$ cat src/sv/nfca_anticollision_sequencer_defines.svh
// assertion macros for the nfca anticollision sequencer
// needs a clock named aclk and an active-low synchronous reset named aresetn in scope
`ifndef NFCA_ANTICOLLISION_SEQUENCER_DEFINES_SVH
`define NFCA_ANTICOLLISION_SEQUENCER_DEFINES_SVH

// property checked at every edge outside reset
`define NFCA_ASSERT(name, prop, msg) \
    name: assert property (@(posedge aclk) disable iff (!aresetn) (prop)) else $error(msg);

// property checked at every edge, reset included
`define NFCA_ASSERT_ALWAYS(name, prop, msg) \
    name: assert property (@(posedge aclk) (prop)) else $error(msg);

`endif

$ cat src/sv/nfca_pkg.sv
// shared types and constants for the nfca anticollision sequencer
// no dependencies
package nfca_pkg;

    // cascade levels handled (one, two or three)
    localparam int MAX_LEVELS = 3;
    localparam int UID_BYTES  = 10;
    localparam int SDD_BYTES  = 5;

    typedef enum logic [2:0] {
        PH_IDLE,
        PH_ATQA,
        PH_SDD,
        PH_SAK,
        PH_ACT
    } phase_t;

    // request kinds
    localparam logic REQ_START    = 1'b0;
    localparam logic REQ_RESPONSE = 1'b1;

    // front end result codes
    localparam logic [1:0] RX_OK = 2'd0;

    // action codes
    localparam logic [2:0] ACT_NONE      = 3'd0;
    localparam logic [2:0] ACT_REQA      = 3'd1;
    localparam logic [2:0] ACT_SDD       = 3'd2;
    localparam logic [2:0] ACT_SELECT    = 3'd3;
    localparam logic [2:0] ACT_ACTIVATED = 3'd4;
    localparam logic [2:0] ACT_FAILED    = 3'd5;

    // status codes
    localparam logic [2:0] ST_NONE        = 3'd0;
    localparam logic [2:0] ST_NOT_PRESENT = 3'd1;
    localparam logic [2:0] ST_COMM        = 3'd2;
    localparam logic [2:0] ST_COLL_FAIL   = 3'd3;
    localparam logic [2:0] ST_OVERFLOW    = 3'd4;

    // frame bytes
    localparam logic [7:0] CMD_SEL_CL1 = 8'h93;
    localparam logic [7:0] NVB_SDD     = 8'h20;
    localparam logic [7:0] NVB_SEL     = 8'h70;
    localparam logic [7:0] REQA_CMD    = 8'h26;
    localparam logic [7:0] CASCADE_TAG = 8'h88;

    // frame lengths in bits
    localparam logic [5:0] TXB_REQA   = 6'd7;
    localparam logic [5:0] TXB_SDD    = 6'd16;
    localparam logic [5:0] TXB_SELECT = 6'd56;
    localparam logic [6:0] RXB_ATQA   = 7'd16;
    localparam logic [6:0] RXB_SDD    = 7'(SDD_BYTES * 8);
    localparam logic [6:0] RXB_SAK    = 7'd8;

    typedef struct packed {
        logic        rx_crc_ok;
        logic [39:0] rx_payload;
        logic [6:0]  rx_bit_count;
        logic [1:0]  rx_error;
        logic        req_type;
    } nfca_in_t;

    typedef struct packed {
        logic [7:0]  sak_out;
        logic [15:0] atqa_out;
        logic [3:0]  uid_length;
        logic [15:0] uid_high;
        logic [63:0] uid_low;
        logic [2:0]  status;
        logic [5:0]  tx_bit_count;
        logic [55:0] tx_frame;
        logic [2:0]  action;
    } nfca_out_t;

    // per-transaction part of a result; identity comes from the state registers
    typedef struct packed {
        logic [2:0]  status;
        logic [5:0]  tx_bit_count;
        logic [55:0] tx_frame;
        logic [2:0]  action;
    } nfca_res_t;

endpackage

$ cat src/sv/nfca_anticollision_sequencer.sv
// nfca anticollision sequencer top level: state, decision logic and result register
// depends on nfca_pkg and nfca_anticollision_sequencer_defines.svh
`include "nfca_anticollision_sequencer_defines.svh"

// Reader-side ISO 14443-A activation sequencer (REQA, then SDD and SELECT per
// cascade level, up to three levels; bit collisions are not resolved, CRC_A is
// added and checked by the RF front end). Send a start transaction (req_type 0)
// to begin; every response frame from the front end goes in as a transaction
// with req_type 1. Each input transaction produces exactly one result
// transaction: the frame to send next, "activated", "failed" with a status code,
// or "none" for a response that arrives while idle or activated. A start while
// activated just reports the stored identity again. The identity fields of a
// result always show the stored UID, ATQA and SAK after that transaction.
// The result is registered; a new transaction is taken every cycle as long as the
// result register is empty or being drained, so the
// sustained rate is one transaction per clock, limited by the single result
// register that holds a result back while m_ready is low.
module nfca_anticollision_sequencer (
    input  logic                aclk,
    input  logic                aresetn,
    input  logic                s_valid,
    output logic                s_ready,
    input  nfca_pkg::nfca_in_t  s_data,
    output logic                m_valid,
    input  logic                m_ready,
    output nfca_pkg::nfca_out_t m_data
);
    import nfca_pkg::*;

    // sequencer state
    phase_t      phase_reg, phase_next;
    logic [1:0]  level_reg, level_next;
    logic [79:0] uid_reg, uid_next;
    logic [3:0]  uid_count_reg, uid_count_next;
    logic [15:0] atqa_reg, atqa_next;
    logic [7:0]  sak_reg, sak_next;
    logic [39:0] sdd_reply_reg, sdd_reply_next;

    // result register
    logic        m_valid_reg;
    nfca_res_t   res_reg, res_next;

    logic        accept;
    logic        is_start;
    logic        rx_ok;
    logic        atqa_len_ok;
    logic        sdd_ok;
    logic        sak_ok;
    logic        is_cascade;
    logic        last_level;
    logic [7:0]  sel_cmd;
    logic [7:0]  sel_cmd_up;

    // byte i of the stored sdd reply
    function automatic logic [7:0] sdd_byte(input logic [39:0] reply, input logic [2:0] idx);
        logic [7:0] b;
        unique case (idx)
            3'd0:    b = reply[7:0];
            3'd1:    b = reply[15:8];
            3'd2:    b = reply[23:16];
            3'd3:    b = reply[31:24];
            3'd4:    b = reply[39:32];
            default: b = 8'h00;
        endcase
        return b;
    endfunction

    // result slot free now or freed this cycle
    assign s_ready  = !m_valid_reg || m_ready;
    assign accept   = s_valid && s_ready;
    assign is_start = (s_data.req_type == REQ_START);

    // response checks
    assign rx_ok       = (s_data.rx_error == RX_OK);
    assign atqa_len_ok = (s_data.rx_bit_count == RXB_ATQA);
    assign sdd_ok      = rx_ok && (s_data.rx_bit_count == RXB_SDD);
    assign sak_ok      = rx_ok && s_data.rx_crc_ok && (s_data.rx_bit_count == RXB_SAK);
    assign is_cascade  = (sdd_reply_reg[7:0] == CASCADE_TAG);
    assign last_level  = (level_reg >= 2'(MAX_LEVELS - 1));

    // select code of this level and of the next one (0x93, 0x95, 0x97)
    assign sel_cmd    = CMD_SEL_CL1 + {5'd0, level_reg, 1'b0};
    assign sel_cmd_up = CMD_SEL_CL1 + {5'd0, level_reg + 2'd1, 1'b0};

    // next phase
    always_comb begin
        phase_next = phase_reg;
        if (accept) begin
            if (is_start) begin
                phase_next = (phase_reg == PH_ACT) ? PH_ACT : PH_ATQA;
            end else begin
                unique case (phase_reg)
                    PH_ATQA: phase_next = (rx_ok && atqa_len_ok) ? PH_SDD : PH_IDLE;
                    PH_SDD:  phase_next = sdd_ok ? PH_SAK : PH_IDLE;
                    PH_SAK: begin
                        priority if (!sak_ok)                phase_next = PH_IDLE;
                        else if (is_cascade && last_level)   phase_next = PH_IDLE;
                        else if (is_cascade)                 phase_next = PH_SDD;
                        else                                 phase_next = PH_ACT;
                    end
                    default: phase_next = phase_reg;
                endcase
            end
        end
    end

    // datapath and result
    always_comb begin
        logic [3:0] n_bytes;
        logic [2:0] src_ofs;
        logic [3:0] rel;
        res_next       = '0;
        level_next     = level_reg;
        uid_next       = uid_reg;
        uid_count_next = uid_count_reg;
        atqa_next      = atqa_reg;
        sak_next       = sak_reg;
        sdd_reply_next = sdd_reply_reg;
        rel            = '0;
        // cascade levels keep uid bytes 1..3, the last level bytes 0..3
        n_bytes = is_cascade ? 4'd3 : 4'd4;
        src_ofs = is_cascade ? 3'd1 : 3'd0;

        if (is_start) begin
            if (phase_reg == PH_ACT) begin
                res_next.action = ACT_ACTIVATED;
            end else begin
                // restart: identity cleared, REQA out
                level_next            = '0;
                uid_next              = '0;
                uid_count_next        = '0;
                atqa_next             = '0;
                sak_next              = '0;
                sdd_reply_next        = '0;
                res_next.action       = ACT_REQA;
                res_next.tx_frame     = {48'd0, REQA_CMD};
                res_next.tx_bit_count = TXB_REQA;
            end
        end else begin
            unique case (phase_reg)
                PH_ATQA: begin
                    priority if (!rx_ok) begin
                        res_next.action = ACT_FAILED;
                        res_next.status = ST_NOT_PRESENT;
                    end else if (!atqa_len_ok) begin
                        res_next.action = ACT_FAILED;
                        res_next.status = ST_COMM;
                    end else begin
                        atqa_next             = s_data.rx_payload[15:0];
                        level_next            = '0;
                        res_next.action       = ACT_SDD;
                        res_next.tx_frame     = {40'd0, NVB_SDD, CMD_SEL_CL1};
                        res_next.tx_bit_count = TXB_SDD;
                    end
                end
                PH_SDD: begin
                    if (!sdd_ok) begin
                        res_next.action = ACT_FAILED;
                        res_next.status = ST_COLL_FAIL;
                    end else begin
                        sdd_reply_next        = s_data.rx_payload;
                        res_next.action       = ACT_SELECT;
                        res_next.tx_frame     = {s_data.rx_payload, NVB_SEL, sel_cmd};
                        res_next.tx_bit_count = TXB_SELECT;
                    end
                end
                PH_SAK: begin
                    priority if (!sak_ok) begin
                        res_next.action = ACT_FAILED;
                        res_next.status = ST_COLL_FAIL;
                    end else if (is_cascade && last_level) begin
                        res_next.action = ACT_FAILED;
                        res_next.status = ST_OVERFLOW;
                    end else begin
                        // append the new uid bytes at slot uid_count
                        for (int k = 0; k < UID_BYTES; k++) begin
                            rel = 4'(k) - uid_count_reg;
                            if (4'(k) >= uid_count_reg && 4'(k) < uid_count_reg + n_bytes) begin
                                uid_next[8*k +: 8] = sdd_byte(sdd_reply_reg, rel[2:0] + src_ofs);
                            end
                        end
                        uid_count_next = uid_count_reg + n_bytes;
                        if (is_cascade) begin
                            level_next            = level_reg + 2'd1;
                            res_next.action       = ACT_SDD;
                            res_next.tx_frame     = {40'd0, NVB_SDD, sel_cmd_up};
                            res_next.tx_bit_count = TXB_SDD;
                        end else begin
                            sak_next        = s_data.rx_payload[7:0];
                            res_next.action = ACT_ACTIVATED;
                        end
                    end
                end
                default: res_next.action = ACT_NONE;
            endcase
        end
    end

    // control state
    always_ff @(posedge aclk) begin
        if (!aresetn) begin
            phase_reg     <= PH_IDLE;
            level_reg     <= '0;
            uid_reg       <= '0;
            uid_count_reg <= '0;
            atqa_reg      <= '0;
            sak_reg       <= '0;
            sdd_reply_reg <= '0;
            m_valid_reg   <= 1'b0;
        end else begin
            phase_reg <= phase_next;
            if (accept) begin
                level_reg     <= level_next;
                uid_reg       <= uid_next;
                uid_count_reg <= uid_count_next;
                atqa_reg      <= atqa_next;
                sak_reg       <= sak_next;
                sdd_reply_reg <= sdd_reply_next;
                m_valid_reg   <= 1'b1;
            end else if (m_ready) begin
                m_valid_reg <= 1'b0;
            end
        end
    end

    // result payload, no reset needed
    always_ff @(posedge aclk) begin
        if (accept) begin
            res_reg <= res_next;
        end
    end

    // identity only changes on accept, which also reloads the result, so the
    // state registers match the pending result
    assign m_valid             = m_valid_reg;
    assign m_data.action       = res_reg.action;
    assign m_data.tx_frame     = res_reg.tx_frame;
    assign m_data.tx_bit_count = res_reg.tx_bit_count;
    assign m_data.status       = res_reg.status;
    assign m_data.uid_low      = uid_reg[63:0];
    assign m_data.uid_high     = uid_reg[79:64];
    assign m_data.uid_length   = uid_count_reg;
    assign m_data.atqa_out     = atqa_reg;
    assign m_data.sak_out      = sak_reg;

    // checks
    `NFCA_ASSERT(a_restart_to_atqa, (accept && is_start && phase_reg != PH_ACT) |=> (phase_reg == PH_ATQA), "start did not restart activation")
    `NFCA_ASSERT(a_uid_tracks_level, (phase_reg == PH_SDD || phase_reg == PH_SAK) |-> (uid_count_reg == 4'(3 * level_reg)), "uid count out of step with cascade level")
    `NFCA_ASSERT(a_activated_phase, (m_valid && res_reg.action == ACT_ACTIVATED) |-> (phase_reg == PH_ACT), "activated result without activated phase")
    `NFCA_ASSERT_ALWAYS(a_no_overwrite, (m_valid && !m_ready) |-> !s_ready, "pending result could be overwritten")

endmodule

$ cat config.mk
export PLATFORM = sky130hd
export DESIGN_NAME = nfca_anticollision_sequencer
export DESIGN_NICKNAME = d
export VERILOG_FILES = /design/src/sv/nfca_pkg.sv /design/src/sv/nfca_anticollision_sequencer.sv
export VERILOG_INCLUDE_DIRS = /design/src /design/src/sv
export SDC_FILE = /design/constraint.sdc
export NUM_CORES = 1
export LEC_CHECK = 0
export BUFFER_PORTS_ARGS = -buffer_cell sky130_fd_sc_hd__buf_2
export CORE_MARGIN = 4
export CORE_UTILIZATION = 50
export CTS_CLUSTER_DIAMETER = 120
export DETAILED_ROUTE_END_ITERATION = 10
export HOLD_SLACK_MARGIN = 0.05
export MAX_ROUTING_LAYER = met4
export PLACE_DENSITY = 0.89
export SLEW_MARGIN = 20
export SYNTH_ARGS = -nofsm -noshare
export SYNTH_HDL_FRONTEND = slang
export SYNTH_SLANG_ARGS = --single-unit
$ cat constraint.sdc
create_clock -name aclk -period 3.5 [get_ports aclk]
set_input_delay 0.35 -clock aclk [delete_from_list [all_inputs] [get_ports aclk]]
set_output_delay 0.35 -clock aclk [all_outputs]
set_load 0.03 [all_outputs]
Word level (Yosys, flattened, before mapping):

Cells that the tools add are included.

* register bits: 222
* output and inout port bits: 178
* logic and storage cells: 272

* add/sub/neg operators: 24
* magnitude comparators: 21
* eq/ne operators: 75
* mux-type cells: 85
* reduce and logical (&&, ||, !) cells: 46

Operators with widths (number)
* 80-bit two-way mux: 5
* 8-bit case mux with 5 select lines: 10
* 65-bit case mux with 3 select lines: 1
* 62-bit two-way mux: 3
* 61-bit two-way mux: 3
* 40-bit two-way mux: 4
* 8-bit two-way mux: 16
* 16-bit two-way mux: 5
* 3-bit by 2-bit equality test with 1-bit output, second input constant: 22
* 6-bit AND reduction: 11
* 65-bit two-way mux: 1
* 59-bit two-way mux: 1
* 3-bit two-way mux: 14
* 2-bit by 1-bit != test with 1-bit output, second input constant: 17
* 3-bit by 1-bit equality test with 1-bit output, second input constant: 11
* 3-bit equality test, second input constant: 11
* 3-bit by 1-bit adder with 3-bit output: 10
* 3-bit logical NOT: 10
* 2-bit two-way mux: 11
* 4-bit two-way mux: 5
* 3-bit case mux with 3 select lines: 2
* 8-bit by 3-bit adder with 8-bit output, first input constant: 2
* 3-bit by 4-bit >= comparator with 1-bit output, first input constant: 4
* 1-bit logical AND: 16
* other kinds (31): 56

Depth between registers and ports, before layout:

* depth in word-level cells: 10
* gate-level depth with buffers: 15
* gate-level depth less buffers: 12

Worst setup path before layout:

Ideal clock, no wire load.

* path kind: reg2reg
* start point: register sdd_reply_reg[4]
* end point: register uid_reg[65]
* arrival: 3156 ps
* data required time: 3373 ps
* path slack: 217 ps
* stages on the path, launching flop included: 13
* path buffers: 5
* clock period less this slack: 3283 ps
* path through: dfxtp_1 -> buf_6 -> or4b_4 -> nor2_2 -> inv_1 -> ha_1 -> buf_2 -> buf_1 -> clkbuf_1 -> clkbuf_1 -> o21ai_0 -> o211ai_1 -> o22ai_1

* longest elaborated chain between the ends: 10

RTL lines
* from (decl): RTL line nfca_anticollision_sequencer.sv:37 `logic [39:0] sdd_reply_reg, sdd_reply_next;`
* from (signal assigned): RTL line nfca_anticollision_sequencer.sv:218 `sdd_reply_reg <= sdd_reply_next;`
* 8-bit equality test *: RTL line nfca_anticollision_sequencer.sv:78 `assign is_cascade = (sdd_reply_reg[7:0] == CASCADE_TAG);`
* 1-bit two-way mux: RTL line nfca_anticollision_sequencer.sv:122 `src_ofs = is_cascade ? 3'd1 : 3'd0;`
* 3-bit by 1-bit adder with 3-bit output: RTL line nfca_anticollision_sequencer.sv:179 `uid_next[8*k +: 8] = sdd_byte(sdd_reply_reg, rel[2:0] + src_ofs);`
* 3-bit equality test (tied with other cells): RTL line nfca_anticollision_sequencer.sv:57 `unique case (idx)`
* 8-bit case mux with 5 select lines: RTL line nfca_anticollision_sequencer.sv:57
* 8-bit two-way mux: RTL line nfca_anticollision_sequencer.sv:178 `if (4'(k) >= uid_count_reg && 4'(k) < uid_count_reg + n_bytes) begin`
* 80-bit two-way mux: RTL line nfca_anticollision_sequencer.sv:171 `end else if (is_cascade && last_level) begin`
* 80-bit two-way mux: RTL line nfca_anticollision_sequencer.sv:168 `priority if (!sak_ok) begin`
* 80-bit two-way mux: RTL line nfca_anticollision_sequencer.sv:140 `unique case (phase_reg)`
* 80-bit two-way mux: RTL line nfca_anticollision_sequencer.sv:124 `if (is_start) begin`
* to (signal assigned): RTL line nfca_anticollision_sequencer.sv:214 `uid_reg <= uid_next;`
* to (decl): RTL line nfca_anticollision_sequencer.sv:33 `logic [79:0] uid_reg, uid_next;`

Mark *: on every way between the ends. The rest lies on a longest branch, timed or not. The select of a mux whose other input is x is not followed.
A chain may end at the register's enable or synchronous reset.

Final worst setup path:

* start point: register sdd_reply_reg[2]
* end point: register uid_reg[59]

The elaborated chain is that of the path after synthesis.

==> results_dict.tcl <==
set metrics [dict create \
    viasPerCell 6.00 \
    grt_usage 0.272 \
    cp.arrival_ns 3.76 \
    largest_reg_flops 80 \
    postSynthAreaPerCell_sq_um 8.87 \
    synth_cell_types 76 \
    cts_setup_buffers 0 \
    syn_to_final_growth_pct 18.4 \
    switching_share 0.258 \
    crit_fanout 16 \
    synth-seq-cells 205 \
    rsz0062_at_grt "no" \
    end_kind "register" \
    final_layout_size_suffix_gt1_frac 0.249 \
    leakage_nw 4.95 \
    wl_mm 33.0 \
    period_minus_slack_ns 3.34 \
    p_seq_frac 0.485 \
    num_antenna_cells 0 \
    grt_pass1_wl_mm 51.1 \
    cts_sinks 205 \
    maxSlewHeadroom 0.232 \
    combPwrFrac 0.100 \
    grt_pass1_vias 9273 \
    drc 0 \
    status "finished clean" \
    skew_ns 0.0153 \
    ir_worst_vdd_mv 0.381 \
    core_sq_mm 0.0206 \
    place.gp.congestion 1.06 \
    grt_overflow 0 \
    start_util 0.515 \
    die_height_microns 154 \
    setup_slack_ns 0.161 \
    hold_path.class "in -> reg" \
    grt_max_degree 77 \
    start_kind "register" \
    mostFrequentLayoutCell "buf_2" \
    htreeDepth 1 \
    routedWlPerCell_microns 19.9 \
    max_freq_mhz 299 \
    p_clk_frac 0.416 \
    netlist_instances 1193 \
    first_iter_violations 1018 \
    fin_nets 1437 \
    antenna_left 0 \
    intPower_mw 3.87 \
    setup-tns-final_ns 0 \
    ys_async_sr_fraction 0 \
    hold_viol 0 \
    slew_viol_final 0 \
    hold_ws_ns 0.112 \
    fin_cells 1656 \
    die_w_microns 154 \
    yosysSeqAreaShare 0.436 \
    yosysWarnings 0 \
    dpl_worst_slack_ns 0.272 \
    hpwl_mm 24.0 \
    vias 9929 \
    setup_viol 0 \
    antenna_found_initial 0 \
    fillers 1783 \
    dp.cells 1618 \
    ys.flop_type "dfxtp_1" \
    synth-edff-count 51 \
    tightestPinTransition_ns 1.14 \
    crit_type "reg -> reg" \
    cts_resized 0 \
    final.period_utilization 0.954 \
    required_ns 3.92 \
    power.switching_mw 1.34 \
    power_density_mw_per_mm2 416 \
    cts_root_buf "clkbuf_16" \
    portBuffers 226 \
    ctsLongestPathBuffers 3 \
    netlist_area_sq_mm 0.0106 \
    cts.clk_slew.worst_paths_ns 0.06 \
    cts_tree "built" \
    insertion_delay_ns 0.51 \
    die_area_sq_mm 0.0236 \
    dr.pass1.iters 5 \
    cts-hold-fix-buffers 0 \
    cts_buffers 21 \
    drv_cap 0 \
    io_pins 233 \
    placementRows 52 \
    final_cell_mix "buf_2 (226), nand2_1 (194), dfxtp_1 (154), a21oi_1 (91), nor2_1 (76)" \
]
-- critical path, stage by stage (launching register included) --
cell and delay [ns]:
dfxtp_1 0.41, or4b_4 0.56, or3_1 0.35, inv_1 0.07, ha_1 0.44, buf_4 0.28
nor2_1 0.42, nand2_1 0.17, o21ai_0 0.23, nand2_1 0.11, mux2i_1 0.17
-- Yosys cell counts, types with 3 or more instances --
cell	count	area [sq um]
or2_2	4	25.0
nand4_1	5	31.3
a21o_1	4	30.0
a31oi_2	4	50.1
nand2b_1	4	25.0
a22oi_1	44	330
buf_6	3	33.8
ha_1	11	138
clkbuf_1	72	270
edfxtp_1	51	1530
nor2_1	77	289
buf_2	11	55.1
nand3_1	56	280
nor4_1	3	18.8
mux2i_1	57	571
a22o_1	6	52.6
nor4b_1	4	35.0
or3_1	5	31.3
mux2_2	12	135
buf_4	17	128
inv_1	12	45.0
o22ai_1	16	100
xor2_1	3	26.3
o211ai_1	8	60.1
dfxtp_1	154	3080
xnor2_1	8	70.1
nand2_1	194	728
a21oi_1	92	460
o22a_1	3	26.3
o21ai_0	41	205
o2bb2ai_1	48	420
and3_1	6	37.5
nor2b_1	6	37.5
a31o_2	3	26.3
o21a_1	10	75.1
mux4_2	10	225
nor3_1	12	60.1
buf_1	12	45.0
a32oi_1	8	70.1
and2_1	52	325
-- metrics by stage --
step | utilization | power, mW | instance area [sq um]
final | 0.610 | 5.21 | 12500
after global routing | 0.610 | 5.37 | 12500
after CTS | 0.609 | 5.22 | 12500
after detailed placement | 0.577 | 3.09 | 11900
after global placement | 0.577 | 3.08 | 11900
after floorplan | - | 2.92 | 10600
-- power groups by stage --
stage | clock network, mW | logic [mW] | registers (mW)
after floorplan | 0 | 0.285 | 2.63
after global placement | 0 | 0.508 | 2.57
after CTS | 2.18 | 0.513 | 2.52
after detailed placement | 0 | 0.511 | 2.57
after global routing | 2.29 | 0.556 | 2.53
final | 2.17 | 0.518 | 2.53
-- cell families after synthesis --
group           after synthesis  share of synthesized area
buf+inv                     129                     0.0553
xor+xnor                     11                    0.00910
mux                          79                     0.0879
flops                       205                      0.436
compound gates              313                      0.202
other cells                   1                   0.000354
simple gates                444                      0.196
fa+ha+maj                    11                     0.0130
-- routing by layer --
metal  wire, microns  up-vias  track usage
li1                -     4628            -
met1           13700     4670        0.360
met2           14900      550        0.428
met3            3400       81       0.0610
met4             980        0       0.0677
met5               0        -            -
-- worst paths after layout --
check | start | endpoint | slack (ns) | depth (start not counted)
max | sdd_reply_reg[2] | uid_reg[59] | 0.16 | 10
min | s_data[26] | sdd_reply_reg[16] | 0.11 | 3
max reg2reg | sdd_reply_reg[2] | uid_reg[59] | 0.16 | 10
min reg2reg | uid_reg[22] | uid_reg[22] | 0.45 | 2
-- area by class of cell --
cell class / instances / area [sq um] / area share
Inverter: 13 / 48.8 / 0.00389
Timing Repair Buffer: 266 / 1460 / 0.117
Tap cell: 270 / 338 / 0.0270
Sequential cell: 205 / 4610 / 0.368
Clock inverter: 5 / 26.3 / 0.00210
Clock buffer: 33 / 632 / 0.0504
Multi-Input combinational cell: 864 / 5410 / 0.432
No activity file was read; power rests on OpenSTA's default activity.
